[src/design/ctcf_pkg.sv]
// ----------------------------------------------------------------------------
// ctcf_pkg
// Shared types, command codes and constants of the tilt filter core.
// ----------------------------------------------------------------------------
`timescale 1ns / 1ps

package ctcf_pkg;

  // width of the step counter carried in a command
  localparam int ITER_W = 6;

  // datapath command codes
  localparam logic [3:0] OP_NOP         = 4'd0;
  localparam logic [3:0] OP_LOAD        = 4'd1;
  localparam logic [3:0] OP_CAL_ADD     = 4'd2;
  localparam logic [3:0] OP_DIV_START   = 4'd3;
  localparam logic [3:0] OP_DIV_STEP    = 4'd4;
  localparam logic [3:0] OP_DIV_STORE   = 4'd5;
  localparam logic [3:0] OP_SQ_A        = 4'd6;
  localparam logic [3:0] OP_SQ_B        = 4'd7;
  localparam logic [3:0] OP_ROOT_STEP   = 4'd8;
  localparam logic [3:0] OP_CORDIC_INIT = 4'd9;
  localparam logic [3:0] OP_CORDIC_STEP = 4'd10;
  localparam logic [3:0] OP_CORDIC_DONE = 4'd11;
  localparam logic [3:0] OP_MUL_GYRO    = 4'd12;
  localparam logic [3:0] OP_MUL_ACC     = 4'd13;
  localparam logic [3:0] OP_BLEND       = 4'd14;
  localparam logic [3:0] OP_OUT         = 4'd15;

  // selects: axis index for calibration, angle for the math path
  localparam logic [2:0] SEL_AX_X      = 3'd0;
  localparam logic [2:0] SEL_AX_Y      = 3'd1;
  localparam logic [2:0] SEL_AX_Z      = 3'd2;
  localparam logic [2:0] SEL_GY_X      = 3'd3;
  localparam logic [2:0] SEL_GY_Y      = 3'd4;
  localparam logic [2:0] SEL_PITCH     = 3'd0;
  localparam logic [2:0] SEL_ROLL      = 3'd1;
  localparam logic [2:0] SEL_INC_PITCH = 3'd5;
  localparam logic [2:0] SEL_INC_ROLL  = 3'd6;

  // configuration register indexes
  localparam logic [1:0] REG_ALPHA    = 2'd0;
  localparam logic [1:0] REG_GYRO_LSB = 2'd1;
  localparam logic [1:0] REG_ONE_G    = 2'd2;

  localparam logic [15:0] ALPHA_RESET    = 16'd62915;
  localparam logic [15:0] GYRO_LSB_RESET = 16'd131;
  localparam logic [14:0] ONE_G_RESET    = 15'd16384;
  localparam logic [19:0] US_PER_S       = 20'd1000000;

  // fixed unit sizes
  localparam int ROOT_STEPS  = 18;
  localparam int CORDIC_PRE  = 8;
  localparam int DEN_W       = 36;
  localparam int ROOT_W      = 36;
  localparam int CORDIC_W    = 28;
  localparam int ANGLE_Z_W   = 32;

  typedef struct packed {
    logic [3:0]        op;
    logic [2:0]        sel;
    logic [ITER_W-1:0] iter;
  } cmd_t;

  typedef struct packed {
    logic out_full;
  } stat_t;

  // atan(2^-i) in degrees, Q.24
  function automatic logic [29:0] atan_entry(input logic [4:0] i);
    logic [29:0] v;
    unique case (i)
      5'd0:  v = 30'd754974720;
      5'd1:  v = 30'd445687602;
      5'd2:  v = 30'd235489088;
      5'd3:  v = 30'd119537938;
      5'd4:  v = 30'd60000934;
      5'd5:  v = 30'd30029717;
      5'd6:  v = 30'd15018523;
      5'd7:  v = 30'd7509720;
      5'd8:  v = 30'd3754917;
      5'd9:  v = 30'd1877466;
      5'd10: v = 30'd938734;
      5'd11: v = 30'd469367;
      5'd12: v = 30'd234684;
      5'd13: v = 30'd117342;
      5'd14: v = 30'd58671;
      5'd15: v = 30'd29335;
      5'd16: v = 30'd14668;
      5'd17: v = 30'd7334;
      5'd18: v = 30'd3667;
      5'd19: v = 30'd1833;
      5'd20: v = 30'd917;
      5'd21: v = 30'd458;
      5'd22: v = 30'd229;
      5'd23: v = 30'd115;
      default: v = 30'd0;
    endcase
    return v;
  endfunction

endpackage

[src/design/ctcf_ctrl.sv]
// ----------------------------------------------------------------------------
// ctcf_ctrl
// Sequencer: calibration counting and the step order of the angle math.
// ----------------------------------------------------------------------------
`timescale 1ns / 1ps

module ctcf_ctrl #(
  parameter int CALIBRATION_SAMPLES = 500,
  parameter int ANGLE_FRAC_BITS     = 10,
  parameter int CORDIC_ITERATIONS   = 16
) (
  input  logic            clk,
  input  logic            rst,
  input  logic            in_valid,
  output logic            in_stall,
  output ctcf_pkg::cmd_t  cmd,
  input  ctcf_pkg::stat_t stat
);

  localparam int NUM_W = 36 + ANGLE_FRAC_BITS;
  localparam int IW    = ctcf_pkg::ITER_W;

  localparam logic [3:0] S_IDLE      = 4'd0;
  localparam logic [3:0] S_CAL_ADD   = 4'd1;
  localparam logic [3:0] S_DIV_START = 4'd2;
  localparam logic [3:0] S_DIV_STEP  = 4'd3;
  localparam logic [3:0] S_DIV_STORE = 4'd4;
  localparam logic [3:0] S_SQ_A      = 4'd5;
  localparam logic [3:0] S_SQ_B      = 4'd6;
  localparam logic [3:0] S_ROOT      = 4'd7;
  localparam logic [3:0] S_C_INIT    = 4'd8;
  localparam logic [3:0] S_C_STEP    = 4'd9;
  localparam logic [3:0] S_C_DONE    = 4'd10;
  localparam logic [3:0] S_MUL_G     = 4'd11;
  localparam logic [3:0] S_MUL_A     = 4'd12;
  localparam logic [3:0] S_BLEND     = 4'd13;
  localparam logic [3:0] S_OUT       = 4'd14;

  logic [3:0]    state, state_next;
  logic [2:0]    sel, sel_next;
  logic [IW-1:0] iter, iter_next;
  logic [8:0]    sample_count, sample_count_next;
  logic          calibrated, calibrated_next;
  logic          accept;

  assign in_stall = (state != S_IDLE);
  assign accept   = in_valid && !in_stall;

  // command to the datapath
  always_comb begin
    cmd.sel  = sel;
    cmd.iter = iter;
    unique case (state)
      S_IDLE:      cmd.op = accept ? ctcf_pkg::OP_LOAD : ctcf_pkg::OP_NOP;
      S_CAL_ADD:   cmd.op = ctcf_pkg::OP_CAL_ADD;
      S_DIV_START: cmd.op = ctcf_pkg::OP_DIV_START;
      S_DIV_STEP:  cmd.op = ctcf_pkg::OP_DIV_STEP;
      S_DIV_STORE: cmd.op = ctcf_pkg::OP_DIV_STORE;
      S_SQ_A:      cmd.op = ctcf_pkg::OP_SQ_A;
      S_SQ_B:      cmd.op = ctcf_pkg::OP_SQ_B;
      S_ROOT:      cmd.op = ctcf_pkg::OP_ROOT_STEP;
      S_C_INIT:    cmd.op = ctcf_pkg::OP_CORDIC_INIT;
      S_C_STEP:    cmd.op = ctcf_pkg::OP_CORDIC_STEP;
      S_C_DONE:    cmd.op = ctcf_pkg::OP_CORDIC_DONE;
      S_MUL_G:     cmd.op = ctcf_pkg::OP_MUL_GYRO;
      S_MUL_A:     cmd.op = ctcf_pkg::OP_MUL_ACC;
      S_BLEND:     cmd.op = ctcf_pkg::OP_BLEND;
      S_OUT:       cmd.op = stat.out_full ? ctcf_pkg::OP_NOP : ctcf_pkg::OP_OUT;
      default:     cmd.op = ctcf_pkg::OP_NOP;
    endcase
  end

  // next state
  always_comb begin
    state_next        = state;
    sel_next          = sel;
    iter_next         = iter + IW'(1);
    sample_count_next = sample_count;
    calibrated_next   = calibrated;
    unique case (state)
      S_IDLE: begin
        if (accept) begin
          sel_next   = ctcf_pkg::SEL_PITCH;
          state_next = calibrated ? S_SQ_A : S_CAL_ADD;
        end
      end
      S_CAL_ADD: begin
        if (10'(sample_count) + 10'd1 >= 10'(CALIBRATION_SAMPLES)) begin
          sample_count_next = 9'(CALIBRATION_SAMPLES);
          sel_next          = ctcf_pkg::SEL_AX_X;
          state_next        = S_DIV_START;
        end else begin
          sample_count_next = sample_count + 9'd1;
          state_next        = S_IDLE;
        end
      end
      S_DIV_START: begin
        iter_next  = '0;
        state_next = S_DIV_STEP;
      end
      S_DIV_STEP: begin
        if (iter == IW'(NUM_W - 1)) begin
          state_next = S_DIV_STORE;
        end
      end
      S_DIV_STORE: begin
        if (sel == ctcf_pkg::SEL_GY_Y) begin
          calibrated_next = 1'b1;
          state_next      = S_IDLE;
        end else if (sel == ctcf_pkg::SEL_INC_PITCH) begin
          sel_next   = ctcf_pkg::SEL_INC_ROLL;
          state_next = S_DIV_START;
        end else if (sel == ctcf_pkg::SEL_INC_ROLL) begin
          sel_next   = ctcf_pkg::SEL_PITCH;
          state_next = S_MUL_G;
        end else begin
          sel_next   = sel + 3'd1;
          state_next = S_DIV_START;
        end
      end
      S_SQ_A: state_next = S_SQ_B;
      S_SQ_B: begin
        iter_next  = '0;
        state_next = S_ROOT;
      end
      S_ROOT: begin
        if (iter == IW'(ctcf_pkg::ROOT_STEPS - 1)) begin
          state_next = S_C_INIT;
        end
      end
      S_C_INIT: begin
        iter_next  = '0;
        state_next = S_C_STEP;
      end
      S_C_STEP: begin
        if (iter == IW'(CORDIC_ITERATIONS - 1)) begin
          state_next = S_C_DONE;
        end
      end
      S_C_DONE: begin
        if (sel == ctcf_pkg::SEL_PITCH) begin
          sel_next   = ctcf_pkg::SEL_ROLL;
          state_next = S_SQ_A;
        end else begin
          sel_next   = ctcf_pkg::SEL_INC_PITCH;
          state_next = S_DIV_START;
        end
      end
      S_MUL_G: state_next = S_MUL_A;
      S_MUL_A: state_next = S_BLEND;
      S_BLEND: begin
        if (sel == ctcf_pkg::SEL_PITCH) begin
          sel_next   = ctcf_pkg::SEL_ROLL;
          state_next = S_MUL_G;
        end else begin
          state_next = S_OUT;
        end
      end
      S_OUT: begin
        if (!stat.out_full) begin
          state_next = S_IDLE;
        end
      end
      default: state_next = S_IDLE;
    endcase
  end

  always_ff @(posedge clk) begin
    if (rst) begin
      state        <= S_IDLE;
      sel          <= '0;
      iter         <= '0;
      sample_count <= '0;
      calibrated   <= 1'b0;
    end else begin
      state        <= state_next;
      sel          <= sel_next;
      iter         <= iter_next;
      sample_count <= sample_count_next;
      calibrated   <= calibrated_next;
    end
  end

endmodule

[config.mk]
export PLATFORM = sky130hd
export DESIGN_NAME = ctcf_ctrl
export DESIGN_NICKNAME = d
export VERILOG_FILES = /design/src/design/ctcf_pkg.sv /design/src/design/ctcf_ctrl.sv
export SDC_FILE = /design/constraint.sdc
export NUM_CORES = 1
export LEC_CHECK = 0
export BUFFER_PORTS_ARGS = -buffer_cell sky130_fd_sc_hd__clkbuf_2
export CAP_MARGIN = 20
export CORE_MARGIN = 5
export CORE_UTILIZATION = 25
export DETAILED_ROUTE_END_ITERATION = 10
export GPL_TIMING_DRIVEN = 0
export PLACE_DENSITY = 0.46
export SYNTH_ARGS = -nofsm -noshare
export SYNTH_HDL_FRONTEND = slang
export SYNTH_SLANG_ARGS = --single-unit
[constraint.sdc]
create_clock -name clk -period 4.6 [get_ports clk]
set_input_delay 0.46 -clock clk [delete_from_list [all_inputs] [get_ports clk]]
set_output_delay 0.46 -clock clk [all_outputs]
set_load 0.02 [all_outputs]
**After elaboration in Yosys (flattened, before gate mapping)**

Index checks and enable logic that the tools add are counted.

- Flip-flop bits (word level): 23
- Latch bits: 0
- RAM bits: 0
- Bits in read-only memories: 0
- Input port bits: 4
- Output and inout port bits: 14
- Word-level logic and storage cells: 73
- Memories: 0

- Add/sub/neg operators: 4
- Multiply operators: 0
- Divide/modulo/power cells: 0
- Magnitude comparators: 1
- Equality and inequality tests: 28
- Shift operators: 0
- Multiplexer cells: 25
- Bitwise operators: 0
- Reductions and logical operators: 10

Operators with widths:

| cell | count |
|---|---|
| $pmux 4 s15 | 2 |
| $mux 4 | 9 |
| $mux 3 | 10 |
| $eq 4x4->1 const B | 7 |
| $eq 4x3->1 const B | 4 |
| $ne 2x2->1 const B | 8 |
| $pmux 3 s5 | 1 |
| $add 9x1->10 const B | 1 |
| $ge 10x9->1 const B | 1 |
| $reduce_and 5->1 | 2 |
| $add 9x1->9 const B | 1 |
| $eq 3x3->1 const B | 3 |
| $mux 9 | 1 |
| $eq 4x2->1 const B | 2 |
| $add 6x1->6 const B | 1 |
| $eq 6x4->1 const B | 1 |
| $eq 6x5->1 const B | 1 |
| $eq 6x6->1 const B | 1 |
| $reduce_bool 5->1 | 1 |
| $eq 4x1->1 const B | 1 |
| $logic_not 4->1 | 1 |
| $reduce_bool 4->1 | 1 |
| $reduce_or 4->1 | 1 |
| $add 3x1->3 const B | 1 |
| 6 further kinds | 6 |

**Logic depth before layout (Yosys ltp)**

Gate-level depths: netlist (run 1).

- Depth in word-level cells: 5
- Mapped depth: 8
- Depth with buffers taken out: 7

**Least setup slack after synthesis (run 1)**

Ideal clock, no wire load.

- Kind: register -> register
- From: register sample_count[0]
- To: register sample_count[3]
- Setup time: 0.069 ns
- Arrival time: 1.808 ns
- Data required time: 4.531 ns
- Setup slack: 2.724 ns
- Stages on the path, launching flop included: 9
- Path buffers: 1
- Clock period less this slack: 1.876 ns
- Cell sequence: dfxtp_1 ha_1 buf_4 a21boi_2 and4_4 nor3_4 nor3_4 or4_1 o21ai_1

- Word-level cells in the longest chain between the ends: 3
- Elaborated cells on any way between the ends: 4
- Classes of those cells: add/sub: 2; order compare: 1; mux: 1

RTL lines:

| what | RTL line | text |
|---|---|---|
| start, declared | ctcf_ctrl.sv:42 | `logic [8:0] sample_count, sample_count_next;` |
| start signal, assigned | ctcf_ctrl.sv:179 | `sample_count <= sample_count_next;` |
| $add 9x1->10 | ctcf_ctrl.sv:88 | `if (10'(sample_count) + 10'd1 >= 10'(CALIBRATION_SAMPLES)) begin` |
| $ge 10x9->1 | ctcf_ctrl.sv:88 |  |
| $mux 9 (*) | ctcf_ctrl.sv:88 |  |

Mark *: on every way between the ends. The rest lies on a longest branch, timed or not.
A chain may end at the register's enable or synchronous reset.

==> summary by stage, run 1 <==
Timing
The number of hold violations in the final report was 0. The number of slew-limit violations in the final report came to 0. Setup slack on the critical path of the routed design comes to 2.42 ns.

Setup repair after global routing left no endpoint under its margin. After layout, the minimum clock period comes to 2.18 ns. Headroom to the max-slew limit came out at 0.613. The final critical-path share of the clock period is 0.474. The final number of setup-violating endpoints is 0. For the pin with the worst max-slew slack, the measured transition is 0.580 ns. Between clock sinks in the finished design, the worst skew comes to 0.00636 ns. Adding up every negative setup slack in the final design gives 0 ns.

The worst hold slack across all endpoints is 0.470 ns. Timing would allow up to 0.459 GHz.

Yosys
Of the synthesized area, sequential elements account for 0.278. Among all flip-flop cells after synthesis, the most frequent one is dfxtp_1. The cell with the most instances after synthesis is nor2_1. In this run, distinct cell masters in the synthesized netlist total 61. Synthesis produced a netlist with a net count of 225. The number of synthesized register bits is 23. The largest total area in the synthesized netlist belongs to dfxtp_1. Each instance of the synthesized netlist takes up on average 7.63 sq um. The number of instances in the synthesized netlist is 217. The area share of the largest cell type after synthesis is 0.278. The post-synthesis cell area is 0.00166 sq mm. The count of synthesis-stage warnings from yosys is 0. Counting instances in the post-synthesis netlist gives the leading cell types as 24 x nor2_1, 23 x dfxtp_1, 22 x nand2_1.

The fraction of registers with async set or reset after synthesis is 0. Yosys mapped a number of flops with a built-in enable equal to 0. By area the synthesized netlist is led by dfxtp_1 28%, nor2_1 5.4%, nand2_1 5.0%, a21oi_1 3.6%, nor3_1 3.3%.

GRT
The first-pass GRT wire length is 7.50 mm. The largest net degree at the start of global routing is 13. The number of global-route vias before repair is 1514. Across every metal layer, demand over resource in global routing totals 0.106. The total overflow left after global routing is 0. The number of antenna violations at the first check in global routing came to 0.

Route
For this run, design rule violations remaining after detail routing come to 0. The ratio of routed vias to standard cells is 5.41. The routed length per instance is 13.9 um. The DRC marker count from the first detailed-route iteration is 61.

The first detailed-routing pass ran for 4 iterations. The total number of vias is 1705. The detailed-route wire length is 4.37 mm. The count of nets left with antenna violations once routing finished came out at 0.

Worst setup path
The critical path goes through buf_2 -> buf_2 -> a21oi_1 -> o21ai_0 -> o21ai_0 -> clkbuf_2. STA classifies the critical path endpoint as an output port. In this run the worst path has a maximum fanout of 10.

The data required time at the worst endpoint is 4.14 ns. The kind of critical path is flop to output port. The largest incremental delay on the critical path is 0.44 ns. STA puts the critical path data arrival time at 1.72 ns. STA classifies the critical path startpoint as a flop. The largest individual stage delay along the critical path comes from the cell dfxtp_1.

Clock tree
After clock tree synthesis, the clock-pin slew on the worst setup and hold paths is 0.09 ns. Buffers inserted during clock tree synthesis total 3. The clock net in this run drives a total of 23 sinks. CTS built an H-tree with a depth of 1. The later-pin clock latency in the skew report is 0.27 ns. In this run, post-CTS hold repair placed 0 buffers. The maximum count of clock buffers along a single path is 2.

In this run the post-CTS setup repair buffer count came out at 0. TritonCTS built the clock tree. Post-CTS repair changed the size of 0 cells. Clock tree synthesis selected as its root buffer the cell clkbuf_8.

Min path
The path class of the tightest hold or removal check is input pin to flop.

Place
The final HPWL from detailed placement is 3.17 mm. At the placement stage, the worst setup path has a slack of 2.51 ns. The count of buffers added on input and output ports is 17. The global placer's final weighted congestion is 0.789. The placed cell area is 0.00184 sq mm.

Floorplan
The floorplan step set the die width to 91.4 um. The region available for standard cell placement spans 0.00639 sq mm. The number of cell rows is 29. The die covers 0.00835 sq mm. The chip height is 91.4 um. The I/O pin count is 18.

The effective utilization at floorplan is 0.259.

Power and ir drop
Internal power comes to 0.291 mW. Of the total power, combinational logic draws 0.172. The worst IR drop on VDD is 0.0000890 V. The clock share of power is 0.312. The reported leakage power is 0.693 nW. The part of the power in registers is 0.516. Power spread over the standard cell area amounts to 219 mW/mm^2. For this design the total switching power over the nets is 0.121 mW. After layout, the design draws a total of 0.412 mW. Of the total power, the share spent switching nets is 0.294.

Cells and area
Once layout is done, the placed cells without fillers occupy 0.00188 sq mm. The diode insertion count for antenna repair is 0. The final net count is 247. The synthesis-to-finish area growth is 13.7%. The proportion of layout cells with a drive suffix above 1 is 0.202.

Job
Max-cap violations in this run came to 0.

Run status
The flow ran to the end, and the final reports show no timing, DRC or antenna violations.
[final cells by class]
| type | count | area (sq um) |
|---|---|---|
| fillers | 718 | 4500 |
| multi-input cells | 172 | 1090 |
| plain buffers | 15 | 77.6 |
| repair buffers | 17 | 85.1 |
| flip-flops and latches | 23 | 460 |
| clock buffers | 4 | 45.0 |
| well taps | 77 | 96.3 |
| inverters | 7 | 26.3 |
[logic make-up after synthesis]
kind of cell / count (synthesis) / share of synthesized area
multiplexers: 2 / 0.0121
XOR/XNOR: 4 / 0.0212
flip-flops: 23 / 0.278
AND/OR/NAND/NOR: 105 / 0.356
adder cells (fa/ha/maj): 4 / 0.0302
buffers and inverters: 22 / 0.0627
AO/OA/AOI/OAI: 57 / 0.240
[per-stage QoR]
stage                      util  instances
after floorplan               -        217
after global placement    0.288        311
after detailed placement  0.288        311
after CTS                 0.295        315
after global routing      0.295        315
final                     0.295        315
[worst max-delay path, delay by kind of cell, from the launching register on]
family                 cells  cell delay [ns]
AO/OA/AOI/OAI              3             0.33
buffers and inverters      3             0.68
flip-flops                 1             0.44
[layout by cell type, fill, tap and decap left out, types with 3 or more instances in the layout]
cell type  synthesis  routed
nand4_1            4       4
o21ai_0            9       9
a22oi_1            3       3
inv_1              5       5
clkbuf_2           0      17
a21oi_1           12      12
clkbuf_8           0       3
and3_1             4       4
a211oi_1           3       3
buf_2              8       8
ha_1               4       4
xor2_1             3       3
nand3b_1           3       3
o21ai_1            4       4
nand3_1            9       9
nor3_1            11      11
dfxtp_1           23      23
clkbuf_1           5       6
nor2_1            24      24
nand2_1           22      22
[power by group through the flow]
stage	clock network (mW)	registers [mW]	logic, mW
2_1_floorplan	0	0.221	0.0452
3_3_place_gp	0	0.217	0.0708
3_5_place_dp	0	0.217	0.0710
4_1_cts	0.136	0.213	0.0712
5_1_grt	0.144	0.214	0.0788
6_report	0.129	0.213	0.0708
[sequential cells by signal, indices dropped and copies added (netlist names)]
| register | flops |
|---|---|
| calibrated | 1 |
| state | 4 |
| sel | 3 |
| iter | 6 |
| sample_count | 9 |
[worst paths after layout]
path,start,endpoint,slack (ns),cells past startpoint
setup / recovery,state[3],cmd[11],2.42,6
hold / removal,rst,sample_count[3],0.47,3
setup reg to reg,sample_count[0],sample_count[2],2.52,8
hold reg to reg,iter[0],iter[0],0.50,1
[per-layer routing]
| metal | vias up | wire, um | GRT usage |
|---|---|---|---|
| li1 | 851 | - | - |
| met1 | 805 | 2230 | 0.150 |
| met2 | 39 | 1960 | 0.165 |
| met3 | 10 | 116 | 0.0149 |
| met4 | 0 | 70 | 0.0367 |
| met5 | - | 0 | 0 |
No activity file was read; power rests on OpenSTA's default activity.
==> inputs of run 2 (changes only) <==
--- a/config.mk
+++ b/config.mk
@@ -11,7 +11,7 @@
 export CORE_UTILIZATION = 25
 export DETAILED_ROUTE_END_ITERATION = 10
 export GPL_TIMING_DRIVEN = 0
-export PLACE_DENSITY = 0.46
+export PLACE_DENSITY = 0.47
 export SYNTH_ARGS = -nofsm -noshare
 export SYNTH_HDL_FRONTEND = slang
 export SYNTH_SLANG_ARGS = --single-unit
==> constraint.sdc (replaced) <==
create_clock -name clk -period 1.95 [get_ports clk]
set_input_delay 0.195 -clock clk [delete_from_list [all_inputs] [get_ports clk]]
set_output_delay 0.195 -clock clk [all_outputs]
set_load 0.02 [all_outputs]
==> run 2 against run 1 <==
First-iteration DRC count rose by 36%. Sequential share of layout area fell by 0.73 points. Clock-buffer cell count fell by 1. Die area did not move. Core utilization rose by 1.5 points. Non-clock buffer count rose by 3. Worst hold slack got worse by 0.27 ns. Sequential power rose by 130%. Clock power rose by 140%. Routed wire length rose by 1.9%. Cell count rose by 0.95%. Critical path depth rose by 1. Critical endpoint is now state[2]. Largest cell class unchanged. Largest power group unchanged. Highest routed layer unchanged.
==> summary by stage, run 2 (synthesized netlist as in run 1, its figures left out) <==
Floorplan
The die is 91.4 um tall. Measured along the x axis, the die boundary spans 91.4 um. The I/O pin count is 18. For this configuration, the core starts out at a cell density of 0.259.

The core region is 0.00639 sq mm. The floorplan step defined a die boundary enclosing 0.00835 sq mm. After floorplanning, the core was divided into 29 placement rows.

GRT
The number of global-route vias before repair was 1599. The number of antenna violations at the first check in global routing came to 0. The first global-routing pass estimated 7.72 mm of wire. Across every metal layer, demand over resource in global routing totals 0.110. Entering global routing, the biggest net connects 15 pins. After global routing the overflow that remains totals 0.

Power and ir drop
The share of total power dissipated in combinational logic is 0.181. Of the total power, registers draw 0.502. For this design the ratio of total power to cell area is 501 mW/mm^2.

Of the total power, the share spent switching nets is 0.303. The clock share of power is 0.317. Internal power comes to 0.691 mW. Summed over all cells, the static leakage comes to 0.717 nW.

For this design the total switching power over the nets is 0.300 mW. VDD sags by at most 0.000234 V.

Timing
The actual slew at the worst max-slew pin is 0.542 ns. The number of slew-limit violations in the final report is 0. For the final database, setup skew stands at 0.00205 ns.

Setup violations remaining at the end of the flow were counted as 0. In the post-route analysis, the smallest setup slack over all paths is 0.135 ns. The number of hold violations in the final report was 0. Dividing the final minimum period by the clock period gives 0.931. The clock period could shrink to 1.82 ns. Measured against its own limit, the worst slew margin works out to 0.639. In the final timing run, aggregate negative setup slack is 0 ns. Setup repair after global routing could not meet its margin everywhere. The highest clock frequency the design can meet is 0.551 GHz.

Place
The global placer's final weighted congestion is 0.826. The post-placement cell count is 311. After detailed placement, the total cell area comes to 0.00184 sq mm.

The number of buffer cells added on primary ports is 17. Prior to clock tree synthesis, the placed netlist has a worst setup slack of -0.184 ns. The final HPWL from detailed placement is 3.16 mm.

Clock tree
The H-tree depth reported by CTS is 1. TritonCTS built the clock tree. The later-pin clock latency in the skew report is 0.27 ns. In this run, CTS created clock tree buffers numbering 3.

CTS placed an instance of clkbuf_8 at the clock tree root. The maximum count of clock buffers along a single path is 2. The post-CTS clock slew at the launch and capture registers of the worst setup and hold paths is 0.09 ns.

The clock sink total is 23.

Route
The remaining number of nets flagged by the antenna check after routing is 0. The DRC marker count from the first detailed-route iteration is 83. The routed layout has 1659 vias. The total DRC errors in the routed layout is 0.

The iteration count of the initial detailed-routing pass is 4. The ratio of routed vias to standard cells is 5.22. The routed length per instance is 14.0 um. After detailed routing, the total wire length is 4.45 mm.

Worst setup path
The startpoint identified for the worst register-to-register timing path is state[2]. The number of cells on the critical path is 7. Tracing the worst setup path back leads to its startpoint at state[2]. The maximum net fanout on the critical path is 9. The setup path with the least slack is of type flop to flop.

The arrival time at the worst endpoint is 1.96 ns. The capture instance of the worst register-to-register path is state[2]. The cell with the largest stage delay on the worst path is or4_4. The launching element type of the critical path is a flop. The capturing instance or port of the critical path is state[2].

The largest incremental delay on the critical path is 0.54 ns. The internal reg-to-reg setup slack is 0.13 ns. Counting cells, the worst reg-to-reg path comes to 7. The data required time at the worst endpoint is 2.10 ns. The most numerous cell on the critical path is a21oi_2. The number of buffer and inverter instances along the worst setup path is 1. Walking the worst path, the cells encountered are buf_2 -> or4_4 -> a21oi_2 -> a21oi_2 -> o311ai_2 -> o22a_1 -> nor2_1. The category of the worst setup path capture point is a flop. The kind of cell with the highest combined delay along the critical path is compound AO/OA/AOI/OAI gates.

Cells and area
The largest registers in the layout are sample_count x9, iter x6, state x4. The number of flip-flops under the largest register name is 9. Counting flops per register, the top entry is sample_count. The post-route standard cell area excluding fillers is 0.00198 sq mm. The library cell used most frequently in the layout, excluding fill and tap cells, is nor2_1. The synthesis-to-finish area growth is 19.4%. The proportion of layout cells with a drive suffix above 1 is 0.253. For this run, the number of standard cells in the final layout without fillers is 318. The diode insertion count for antenna repair is 0. The library cells used most frequently in the layout, excluding fill and tap cells, are 24 x nor2_1, 22 x nand2_1, 20 x dfxtp_1. The final net count is 250.

Job
The number of max-cap violations is 0.

Min path
The tightest min-delay check is of the input pin to flop type.

Run status
The run finished with clean final reports.
## run 2: changes by cell type in the layout (fill, tap and decap cells not counted), moves of 2 or more
cell / before / now
buf_2: 8 / 6
buf_4: 1 / 3
clkbuf_1: 6 / 3
clkbuf_2: 17 / 19
clkbuf_4: 0 / 2
dfxtp_1: 23 / 20
dfxtp_4: 0 / 2
## run 2: metrics by stage
stage	util	hold slack, ns	power (mW)
detailed placement	0.288	0.487	0.680
global route	0.310	0.208	1.05
CTS	0.303	0.195	1.00
finish	0.310	0.197	0.992
global placement	0.288	0.481	0.680
floorplan	-	0.369	0.629
## run 2: repair_timing
action,4_1_cts,5_1_grt
endpoints found under the setup margin,12,9
pin swaps,2,3
resized for setup,7,13
hold buffers,0,0
buffers inserted,4,1
## run 2: tightest hold or removal path: stages
cell      delay [ns]
clkbuf_2        0.09
or4_1           0.09
o21ai_1         0.05
## run 2: power by group through the flow
stage	logic (mW)	clock network, mW	registers (mW)
2_1_floorplan	0.107	0	0.522
3_3_place_gp	0.168	0	0.512
3_5_place_dp	0.167	0	0.513
4_1_cts	0.179	0.326	0.498
5_1_grt	0.201	0.347	0.501
6_report	0.180	0.314	0.498
## run 2: area by class of cell
| class | instances | area (sq um) |
|---|---|---|
| clock buffers | 3 | 41.3 |
| well taps | 77 | 96.3 |
| repair buffers | 21 | 119 |
| clock inverters | 1 | 7.51 |
| flip-flops and latches | 23 | 469 |
| plain buffers | 14 | 77.6 |
| multi-input cells | 172 | 1140 |
| inverters | 7 | 26.3 |
| fillers | 719 | 4410 |
## run 2: how the worst min path moves through the flow
stage               cells past startpoint         endpoint  startpoint  slack [ns]
floorplan                               2  sample_count[3]         rst        0.37
global placement                        3  sample_count[3]         rst        0.48
detailed placement                      3  sample_count[3]         rst        0.49
CTS                                     3  sample_count[3]         rst        0.20
global route                            3  sample_count[3]         rst        0.21
finish                                  3  sample_count[3]         rst        0.20
## run 2: routing by layer
layer  wire, um  up-vias  GRT usage
met5          0        -          0
met2       2010       22      0.167
met4         67        0     0.0477
li1           -      855          -
met1       2290      777      0.153
met3         91        5     0.0149
